[config.mk]
export PLATFORM = sky130hd
export DESIGN_NAME = sync_length_xor_frame_decoder_top_flat
export DESIGN_NICKNAME = d
export VERILOG_FILES = /design/src/hw/rtl/sxfd_pkg.sv /design/src/hw/rtl/sxfd_in_if.sv /design/src/hw/rtl/sxfd_out_if.sv /design/src/hw/rtl/sync_length_xor_frame_decoder_top.sv /design/src/flat_wrapper.sv
export SDC_FILE = /design/constraint.sdc
export NUM_CORES = 1
export LEC_CHECK = 0
export BUFFER_PORTS_ARGS = -buffer_cell sky130_fd_sc_hd__buf_2
export CAP_MARGIN = 25
export CORE_AREA = 5 5 104 106
export DETAILED_ROUTE_END_ITERATION = 8
export DIE_AREA = 0 0 109 111
export SYNTH_ARGS = -nofsm -noshare
export SYNTH_HDL_FRONTEND = slang
export SYNTH_SLANG_ARGS = --single-unit
[constraint.sdc]
create_clock -name clk -period 2.43 [get_ports clk]
set_clock_uncertainty 0.05 [all_clocks]
set_input_delay 0.486 -clock clk [delete_from_list [all_inputs] [get_ports clk]]
set_output_delay 0.486 -clock clk [all_outputs]
set_load 0.02 [all_outputs]
[src/hw/rtl/sxfd_pkg.sv]
// shared types and constants of the sync/length/xor frame decoder
package sxfd_pkg;

  localparam int unsigned MAX_PAYLOAD_DEF = 1024;

  localparam logic [7:0] SYNC_FIRST  = 8'h55;
  localparam logic [7:0] SYNC_SECOND = 8'h7A;

  localparam int unsigned LEN_W  = 16;
  localparam int unsigned PLEN_W = 11;

  typedef enum logic [1:0] {
    ST_OK        = 2'd0,
    ST_BAD_CHECK = 2'd1,
    ST_BAD_SYNC  = 2'd2,
    ST_TOO_LONG  = 2'd3
  } status_t;

  typedef struct packed {
    logic [7:0]        command;
    logic [7:0]        payload_byte;
    logic              is_payload;
    logic              frame_end;
    status_t           status;
    logic [PLEN_W-1:0] payload_length;
  } res_t;

endpackage

[src/hw/rtl/sxfd_in_if.sv]
// byte input channel
interface sxfd_in_if;
  logic       valid;
  logic       ready;
  logic [7:0] data_byte;

  modport source (output valid, output data_byte, input ready);
  modport sink (input valid, input data_byte, output ready);
endinterface

[src/hw/rtl/sxfd_out_if.sv]
// decoded result channel
interface sxfd_out_if;
  import sxfd_pkg::*;

  logic              valid;
  logic              ready;
  logic [7:0]        command;
  logic [7:0]        payload_byte;
  logic              is_payload;
  logic              frame_end;
  status_t           status;
  logic [PLEN_W-1:0] payload_length;

  modport source (
    output valid, output command, output payload_byte, output is_payload,
    output frame_end, output status, output payload_length, input ready
  );
  modport sink (
    input valid, input command, input payload_byte, input is_payload,
    input frame_end, input status, input payload_length, output ready
  );
endinterface

[src/hw/rtl/sync_length_xor_frame_decoder_top.sv]
// sync/length/xor framed byte stream decoder, top level
// path: a word accepted from in_ch lands in the input register, and its result is
//   registered in the output register once out_ch is free, then shows on out_ch
// throughput: one word per cycle while out_ch does not stall, set by the single pass from input to result register
// words that only advance the header produce no result
// reset: synchronous active low rst_n; returns to hunting for the first sync byte
module sync_length_xor_frame_decoder_top #(
  parameter int unsigned MAX_PAYLOAD = sxfd_pkg::MAX_PAYLOAD_DEF
) (
  input logic        clk,
  input logic        rst_n,
  sxfd_in_if.sink    in_ch,
  sxfd_out_if.source out_ch
);
  import sxfd_pkg::*;

  localparam int unsigned CNT_W = $clog2(MAX_PAYLOAD + 1);

  typedef enum logic [2:0] {
    PH_HUNT, PH_SYNC2, PH_CMD, PH_LEN_LO, PH_LEN_HI, PH_RSVD, PH_DATA, PH_CHECK
  } phase_t;

  phase_t           phase_r, phase_nxt;
  logic [7:0]       frame_command_r, frame_command_nxt;
  logic [LEN_W-1:0] frame_length_r, frame_length_nxt;
  logic [CNT_W-1:0] byte_count_r, byte_count_nxt;
  logic [7:0]       running_xor_r, running_xor_nxt;

  logic             s1_valid_r;
  logic [7:0]       s1_byte_r;
  logic             out_valid_r;
  res_t             out_res_r, res_nxt;

  logic             advance;
  logic             emit;
  logic [CNT_W:0]   cnt_inc;
  logic [LEN_W-1:0] len_full;

  always_comb begin
    advance     = s1_valid_r && (!out_valid_r || out_ch.ready);
    in_ch.ready = !s1_valid_r || advance;
  end

  always_comb begin
    phase_nxt         = phase_r;
    frame_command_nxt = frame_command_r;
    frame_length_nxt  = frame_length_r;
    byte_count_nxt    = byte_count_r;
    running_xor_nxt   = running_xor_r ^ s1_byte_r;
    emit              = 1'b0;
    res_nxt           = '0;
    cnt_inc           = {1'b0, byte_count_r} + {{CNT_W{1'b0}}, 1'b1};
    len_full          = {s1_byte_r, frame_length_r[7:0]};
    unique case (phase_r)
      PH_HUNT: begin
        if (s1_byte_r == SYNC_FIRST) begin
          running_xor_nxt = s1_byte_r;
          phase_nxt       = PH_SYNC2;
        end else begin
          emit              = 1'b1;
          res_nxt.frame_end = 1'b1;
          res_nxt.status    = ST_BAD_SYNC;
        end
      end
      PH_SYNC2: begin
        if (s1_byte_r == SYNC_SECOND) begin
          phase_nxt = PH_CMD;
        end else begin
          phase_nxt         = PH_HUNT;
          emit              = 1'b1;
          res_nxt.frame_end = 1'b1;
          res_nxt.status    = ST_BAD_SYNC;
        end
      end
      PH_CMD: begin
        frame_command_nxt = s1_byte_r;
        phase_nxt         = PH_LEN_LO;
      end
      PH_LEN_LO: begin
        frame_length_nxt = {{(LEN_W-8){1'b0}}, s1_byte_r};
        phase_nxt        = PH_LEN_HI;
      end
      PH_LEN_HI: begin
        frame_length_nxt = len_full;
        if (len_full > LEN_W'(MAX_PAYLOAD)) begin
          phase_nxt         = PH_HUNT;
          emit              = 1'b1;
          res_nxt.command   = frame_command_r;
          res_nxt.frame_end = 1'b1;
          res_nxt.status    = ST_TOO_LONG;
        end else begin
          phase_nxt = PH_RSVD;
        end
      end
      PH_RSVD: begin
        byte_count_nxt = '0;
        phase_nxt      = (frame_length_r == '0) ? PH_CHECK : PH_DATA;
      end
      PH_DATA: begin
        byte_count_nxt = cnt_inc[CNT_W-1:0];
        if (LEN_W'(cnt_inc) >= frame_length_r) begin
          phase_nxt = PH_CHECK;
        end
        emit                 = 1'b1;
        res_nxt.command      = frame_command_r;
        res_nxt.payload_byte = s1_byte_r;
        res_nxt.is_payload   = 1'b1;
      end
      PH_CHECK: begin
        phase_nxt              = PH_HUNT;
        emit                   = 1'b1;
        res_nxt.command        = frame_command_r;
        res_nxt.frame_end      = 1'b1;
        res_nxt.status         = (s1_byte_r == running_xor_r) ? ST_OK : ST_BAD_CHECK;
        res_nxt.payload_length = frame_length_r[PLEN_W-1:0];
      end
    endcase
  end

  always_ff @(posedge clk) begin
    if (!rst_n) begin
      phase_r         <= PH_HUNT;
      frame_command_r <= '0;
      frame_length_r  <= '0;
      byte_count_r    <= '0;
      running_xor_r   <= '0;
      s1_valid_r      <= 1'b0;
      out_valid_r     <= 1'b0;
    end else begin
      if (in_ch.valid && in_ch.ready) begin
        s1_valid_r <= 1'b1;
        s1_byte_r  <= in_ch.data_byte;
      end else if (advance) begin
        s1_valid_r <= 1'b0;
      end
      if (advance) begin
        phase_r         <= phase_nxt;
        frame_command_r <= frame_command_nxt;
        frame_length_r  <= frame_length_nxt;
        byte_count_r    <= byte_count_nxt;
        running_xor_r   <= running_xor_nxt;
      end
      if (advance && emit) begin
        out_valid_r <= 1'b1;
        out_res_r   <= res_nxt;
      end else if (out_ch.ready) begin
        out_valid_r <= 1'b0;
      end
    end
  end

  always_comb begin
    out_ch.valid          = out_valid_r;
    out_ch.command        = out_res_r.command;
    out_ch.payload_byte   = out_res_r.payload_byte;
    out_ch.is_payload     = out_res_r.is_payload;
    out_ch.frame_end      = out_res_r.frame_end;
    out_ch.status         = out_res_r.status;
    out_ch.payload_length = out_res_r.payload_length;
  end

  // a word is either payload or a frame close, never both
  a_pay_xor_end: assert property (@(posedge clk) disable iff (!rst_n)
    out_valid_r |-> !(out_res_r.is_payload && out_res_r.frame_end))
    else $error("payload and frame end set together");

  // status only carries meaning on a frame close
  a_status_on_end: assert property (@(posedge clk) disable iff (!rst_n)
    (out_valid_r && !out_res_r.frame_end) |-> (out_res_r.status == ST_OK))
    else $error("nonzero status without frame end");

  // payload phase only with a legal nonzero length
  a_len_legal: assert property (@(posedge clk) disable iff (!rst_n)
    (phase_r == PH_DATA) |->
      (frame_length_r != '0 && frame_length_r <= LEN_W'(MAX_PAYLOAD)))
    else $error("payload phase with illegal length");

  // byte counter stays below the length during payload
  a_cnt_below_len: assert property (@(posedge clk) disable iff (!rst_n)
    (phase_r == PH_DATA) |-> (LEN_W'(byte_count_r) < frame_length_r))
    else $error("byte count ran past frame length");

endmodule
[src/flat_wrapper.sv]
// flat-port wrapper written by rule: the top's interface ports become plain ports
module sync_length_xor_frame_decoder_top_flat import sxfd_pkg::*;
#(
  parameter int unsigned MAX_PAYLOAD = sxfd_pkg::MAX_PAYLOAD_DEF
)
  (clk, rst_n, in_ch_valid, in_ch_data_byte, in_ch_ready, out_ch_valid, out_ch_command, out_ch_payload_byte, out_ch_is_payload, out_ch_frame_end, out_ch_status, out_ch_payload_length, out_ch_ready);
  sxfd_in_if in_ch_i ();
  sxfd_out_if out_ch_i ();
  input logic clk;
  input logic rst_n;
  input wire logic [$bits(in_ch_i.valid)-1:0] in_ch_valid;
  input wire logic [$bits(in_ch_i.data_byte)-1:0] in_ch_data_byte;
  output wire logic [$bits(in_ch_i.ready)-1:0] in_ch_ready;
  output wire logic [$bits(out_ch_i.valid)-1:0] out_ch_valid;
  output wire logic [$bits(out_ch_i.command)-1:0] out_ch_command;
  output wire logic [$bits(out_ch_i.payload_byte)-1:0] out_ch_payload_byte;
  output wire logic [$bits(out_ch_i.is_payload)-1:0] out_ch_is_payload;
  output wire logic [$bits(out_ch_i.frame_end)-1:0] out_ch_frame_end;
  output wire logic [$bits(out_ch_i.status)-1:0] out_ch_status;
  output wire logic [$bits(out_ch_i.payload_length)-1:0] out_ch_payload_length;
  input wire logic [$bits(out_ch_i.ready)-1:0] out_ch_ready;
  assign in_ch_i.valid = in_ch_valid;
  assign in_ch_i.data_byte = in_ch_data_byte;
  assign in_ch_ready = in_ch_i.ready;
  assign out_ch_valid = out_ch_i.valid;
  assign out_ch_command = out_ch_i.command;
  assign out_ch_payload_byte = out_ch_i.payload_byte;
  assign out_ch_is_payload = out_ch_i.is_payload;
  assign out_ch_frame_end = out_ch_i.frame_end;
  assign out_ch_status = out_ch_i.status;
  assign out_ch_payload_length = out_ch_i.payload_length;
  assign out_ch_i.ready = out_ch_ready;
  sync_length_xor_frame_decoder_top #(.MAX_PAYLOAD(MAX_PAYLOAD)) u_core (.clk(clk), .rst_n(rst_n), .in_ch(in_ch_i), .out_ch(out_ch_i));
endmodule
==> flow_summary_export.csv <==
group,metric,value,unit
worst_setup_path,timing.rr.end,"u_core.phase_r[0]$_SDFFE_PN0P_",
logic_synthesis,netlist_area,4250,um2
worst_setup_path,max_stage_delay,0.40,ns
logic_synthesis,ys.flop_type,"dfxtp_1",
global_routing,grt_max_degree,29,
layout,fin_area,4950,um2
global_routing,grt_pass1_vias,3141,
logic_synthesis,synth_cell_type_count,54,
worst_setup_path,path_delay_family,"simple AND/OR/NAND/NOR gates",
drt,drtIter0Drc,192,
clock_network,path_clk_slew,0.09,ns
drt,final_antenna_net_count,0,
clock_network,cts_setup_buffers,0,
worst_setup_path,crit_buf_inv,0,
floorplanning,io_pins,45,
floorplanning,core_area,9680,um2
clock_network,clock_tree.root_cell,"clkbuf_8",
drt,viasPerCell,5.23,
logic_synthesis,synth_area_leader_cell,"edfxtp_1",
worst_setup_path,r2r_setup_slack,0.1,ns
logic_synthesis,synth-seq-cells,87,
layout,area_delta_synth_final,16.4,%
global_routing,grt_pass1_wl,15800,um
power,p_total,2.65,mW
worst_setup_path,start_kind,"flop",
worst_setup_path,crit_path_end_kind,"flop",
logic_synthesis,synth_area_per_cell,10.2,um2
worst_setup_path,reg2regPathDepth,10,
sta,relSlewSlack,60.9,%
worst_setup_path,crit_end,"u_core.phase_r[0]$_SDFFE_PN0P_",
worst_setup_path,worstPathArrival,2.57,ns
logic_synthesis,ys_seq_area_share,50.1,%
worst_setup_path,path_depth,10,
floorplanning,rows,36,
power,pwr_density_cell,535,nW/um2
sta,period_needed,2.33,ns
sta,worst_slew_pin_slew,0.572,ns
placement,gp_congestion,0.855,
logic_synthesis,ys_top_cells_by_area,"edfxtp_1 (28%), dfxtp_1 (23%), ha_1 (3.8%), nand2_1 (3.4%), nand3_1 (3.2%)",
sta,holdWs,0.239,ns
power,leakagePower,1.89,nW
clock_network,hold_buffers,0,
layout,drive_gt1_share,23.4,%
worst_setup_path,cp-startpoint,"u_core.byte_count_r[4]$_SDFFE_PN0P_",
placement,dpl-instance-area,4740,um2
worst_setup_path,worst-setup-path-type,"flop to flop",
layout,num-nets-final,494,
clock_network,cts_tree,"yes",
sta,final_hold_viol_count,0,
floorplanning,dieArea,12100,um2
placement,dpl.cell_count,591,
sta,setup_tns,0,ns
sta,fin_crit_sh,96.0,%
logic_synthesis,synth_nets,441,
logic_synthesis,synthArstFlopShare,0,%
clock_network,cts.path.max_buffers,2,
sta,layout_setup_ws,0.0979,ns
placement,io_buffers,44,
logic_synthesis,ys_warn_count,0,
drt,drt-pass1-iter-count,5,
floorplanning,die_h,111,um
worst_setup_path,path_cells,"and3_1 -> and3_2 -> nand3_1 -> xnor2_2 -> ha_1 -> o21ai_0 -> nor2_1 -> nor3_1 -> a211oi_1 -> mux2i_1",
drt,wl,9470,um
sta,max_freq,429,MHz
clock_network,cts_sinks,87,
clock_network,insertion_delay,0.36,ns
placement,dp_hpwl,6850,um
floorplanning,die_w,109,um
placement,place_ws,-0.0105,ns
clock_network,cts_max_level,3,
worst_setup_path,path_max_fanout,5,
clock_network,numCtsBuffers,9,
power,vdd_drop_max,317,uV
logic_synthesis,syn_inst,416,
drt,vias,3174,
layout,fin_util,51.1,%
layout,diodes,0,
layout,fin_cells,607,
global_routing,antenna_found_initial,0,
status,outcome,"completed",
drt,drc_errors,0,
sta,finalSetupViolations,0,
worst_setup_path,worst_path_max_delay_cell,"dfxtp_1",
drt,wire_per_inst,15.6,um
worst_setup_path,reg2reg_from,"u_core.byte_count_r[4]$_SDFFE_PN0P_",
hold_path,hold_class,"input port to flop",
global_routing,grt.total_usage,16.8,%
sta,drv_slew,0,
hold_path,hold_depth,1,
logic_synthesis,synth_edf_count,39,
run,maxCapViolations,0,
sta,rsz0062_at_grt,"no",
worst_setup_path,worstPathRequired,2.67,ns
logic_synthesis,synth_top_area_share,27.5,%
global_routing,overflow,0,
floorplanning,start_util,43.9,%
[cells by family after synthesis]
group | share of synthesized area [%]
xor+xnor | 3.71
compound gates | 12.9
buf+inv | 4.06
fa+ha+maj | 3.83
mux | 2.38
simple gates | 23.0
flops | 50.1
[metal layers]
metal  routed length, um  track usage [%]  vias to the layer above
li1                    -                -                     1579
met1                4530             23.3                     1525
met2                4370             25.1                       57
met3                 392             3.73                       13
met4                 172             6.65                        0
met5                   0                0                        -
[cells in the mapped netlist, types with 2 or more instances]
master      n
dfxtp_1    48
edfxtp_1   39
nand2_1    39
nand3_1    27
clkbuf_1   24
and2_1     19
inv_1      16
nor2_1     16
ha_1       13
nor2b_1    13
xnor2_1    13
a21boi_0   12
a21boi_1   12
and3_1     11
o21ai_0    11
mux2i_1     9
nand3b_1    8
nor2b_2     8
a31oi_1     6
nand2b_1    6
nand4_1     6
nor3_1      6
a21o_1      5
xor2_1      5
a22oi_1     3
buf_2       3
o211ai_1    3
or3_1       3
a211o_1     2
a211oi_1    2
nand4bb_1   2
nor4_1      2
nor4_2      2
o21a_1      2
[timing repair]
| action | 4_1_cts | 5_1_grt |
|---|---|---|
| endpoints found under the setup margin | 1 | 1 |
| pin swaps | 0 | 1 |
| endpoints found under the hold margin | 0 | 0 |
| resized for setup | 3 | 8 |
[worst reg2reg max path: stages (launching register included)]
cell and delay [ns]:
dfxtp_1 0.40, and3_1 0.20, and3_2 0.25, nand3_1 0.13, xnor2_2 0.17, ha_1 0.30, o21ai_0 0.09, nor2_1 0.15
nor3_1 0.06, a211oi_1 0.25, mux2i_1 0.22
[how the worst min path moves through the flow]
stage / from / to / slack [ns]
after floorplan: u_core.frame_length_r[14]$_SDFFE_PN0P_ / u_core.frame_length_r[14]$_SDFFE_PN0P_ / 0.39
after global placement: u_core.frame_length_r[14]$_SDFFE_PN0P_ / u_core.frame_length_r[14]$_SDFFE_PN0P_ / 0.40
after detailed placement: u_core.frame_length_r[12]$_SDFFE_PN0P_ / u_core.frame_length_r[12]$_SDFFE_PN0P_ / 0.41
after CTS: in_ch_data_byte[1] / u_core.s1_byte_r[1]$_DFFE_PP_ / 0.23
after global routing: in_ch_data_byte[1] / u_core.s1_byte_r[1]$_DFFE_PP_ / 0.22
final: in_ch_data_byte[1] / u_core.s1_byte_r[1]$_DFFE_PP_ / 0.24
[area by class of cell]
class	count	area, um2
inverter	17	63.8
sequential	87	2140
clock inverter	5	41.3
tap	133	166
clock buffer	11	131
fill	881	4740
timing repair buffer	70	428
multi-input combinational	284	1980
[where the power goes]
group          internal [mW]  total (mW)  switching [mW]  leakage [nW]
combinational         0.0613       0.150          0.0887          1.08
clock                  0.382       0.925           0.543        0.0805
sequential              1.55        1.57          0.0205         0.734
total                   1.99        2.65           0.652          1.89
[sequential cells by signal, indices dropped and copies added, names as in the netlist]
register / flops
u_core.out_ch.is_payload: 1
u_core.out_ch.status: 2
u_core.out_ch.valid: 1
u_core.byte_count_r: 11
u_core.s1_byte_r: 8
u_core.out_ch.payload_length: 11
u_core.s1_valid_r: 1
u_core.out_ch.frame_end: 1
u_core.frame_length_r: 16
u_core.frame_command_r: 8
u_core.out_ch.payload_byte: 8
u_core.out_ch.command: 8
u_core.running_xor_r: 8
u_core.phase_r: 3
[layout by cell type (no fill, tap or decap), types with 13 or more instances in the layout]
cell      netlist  routed
dfxtp_1        48      46
and2_1         19      19
edfxtp_1       39      39
nor2b_1        13      13
nand3_1        27      27
inv_1          16      16
buf_2           3      44
nand2_1        39      39
buf_4           0      25
nor2_1         16      16
Note: power is estimated with default switching activity, not from simulation.
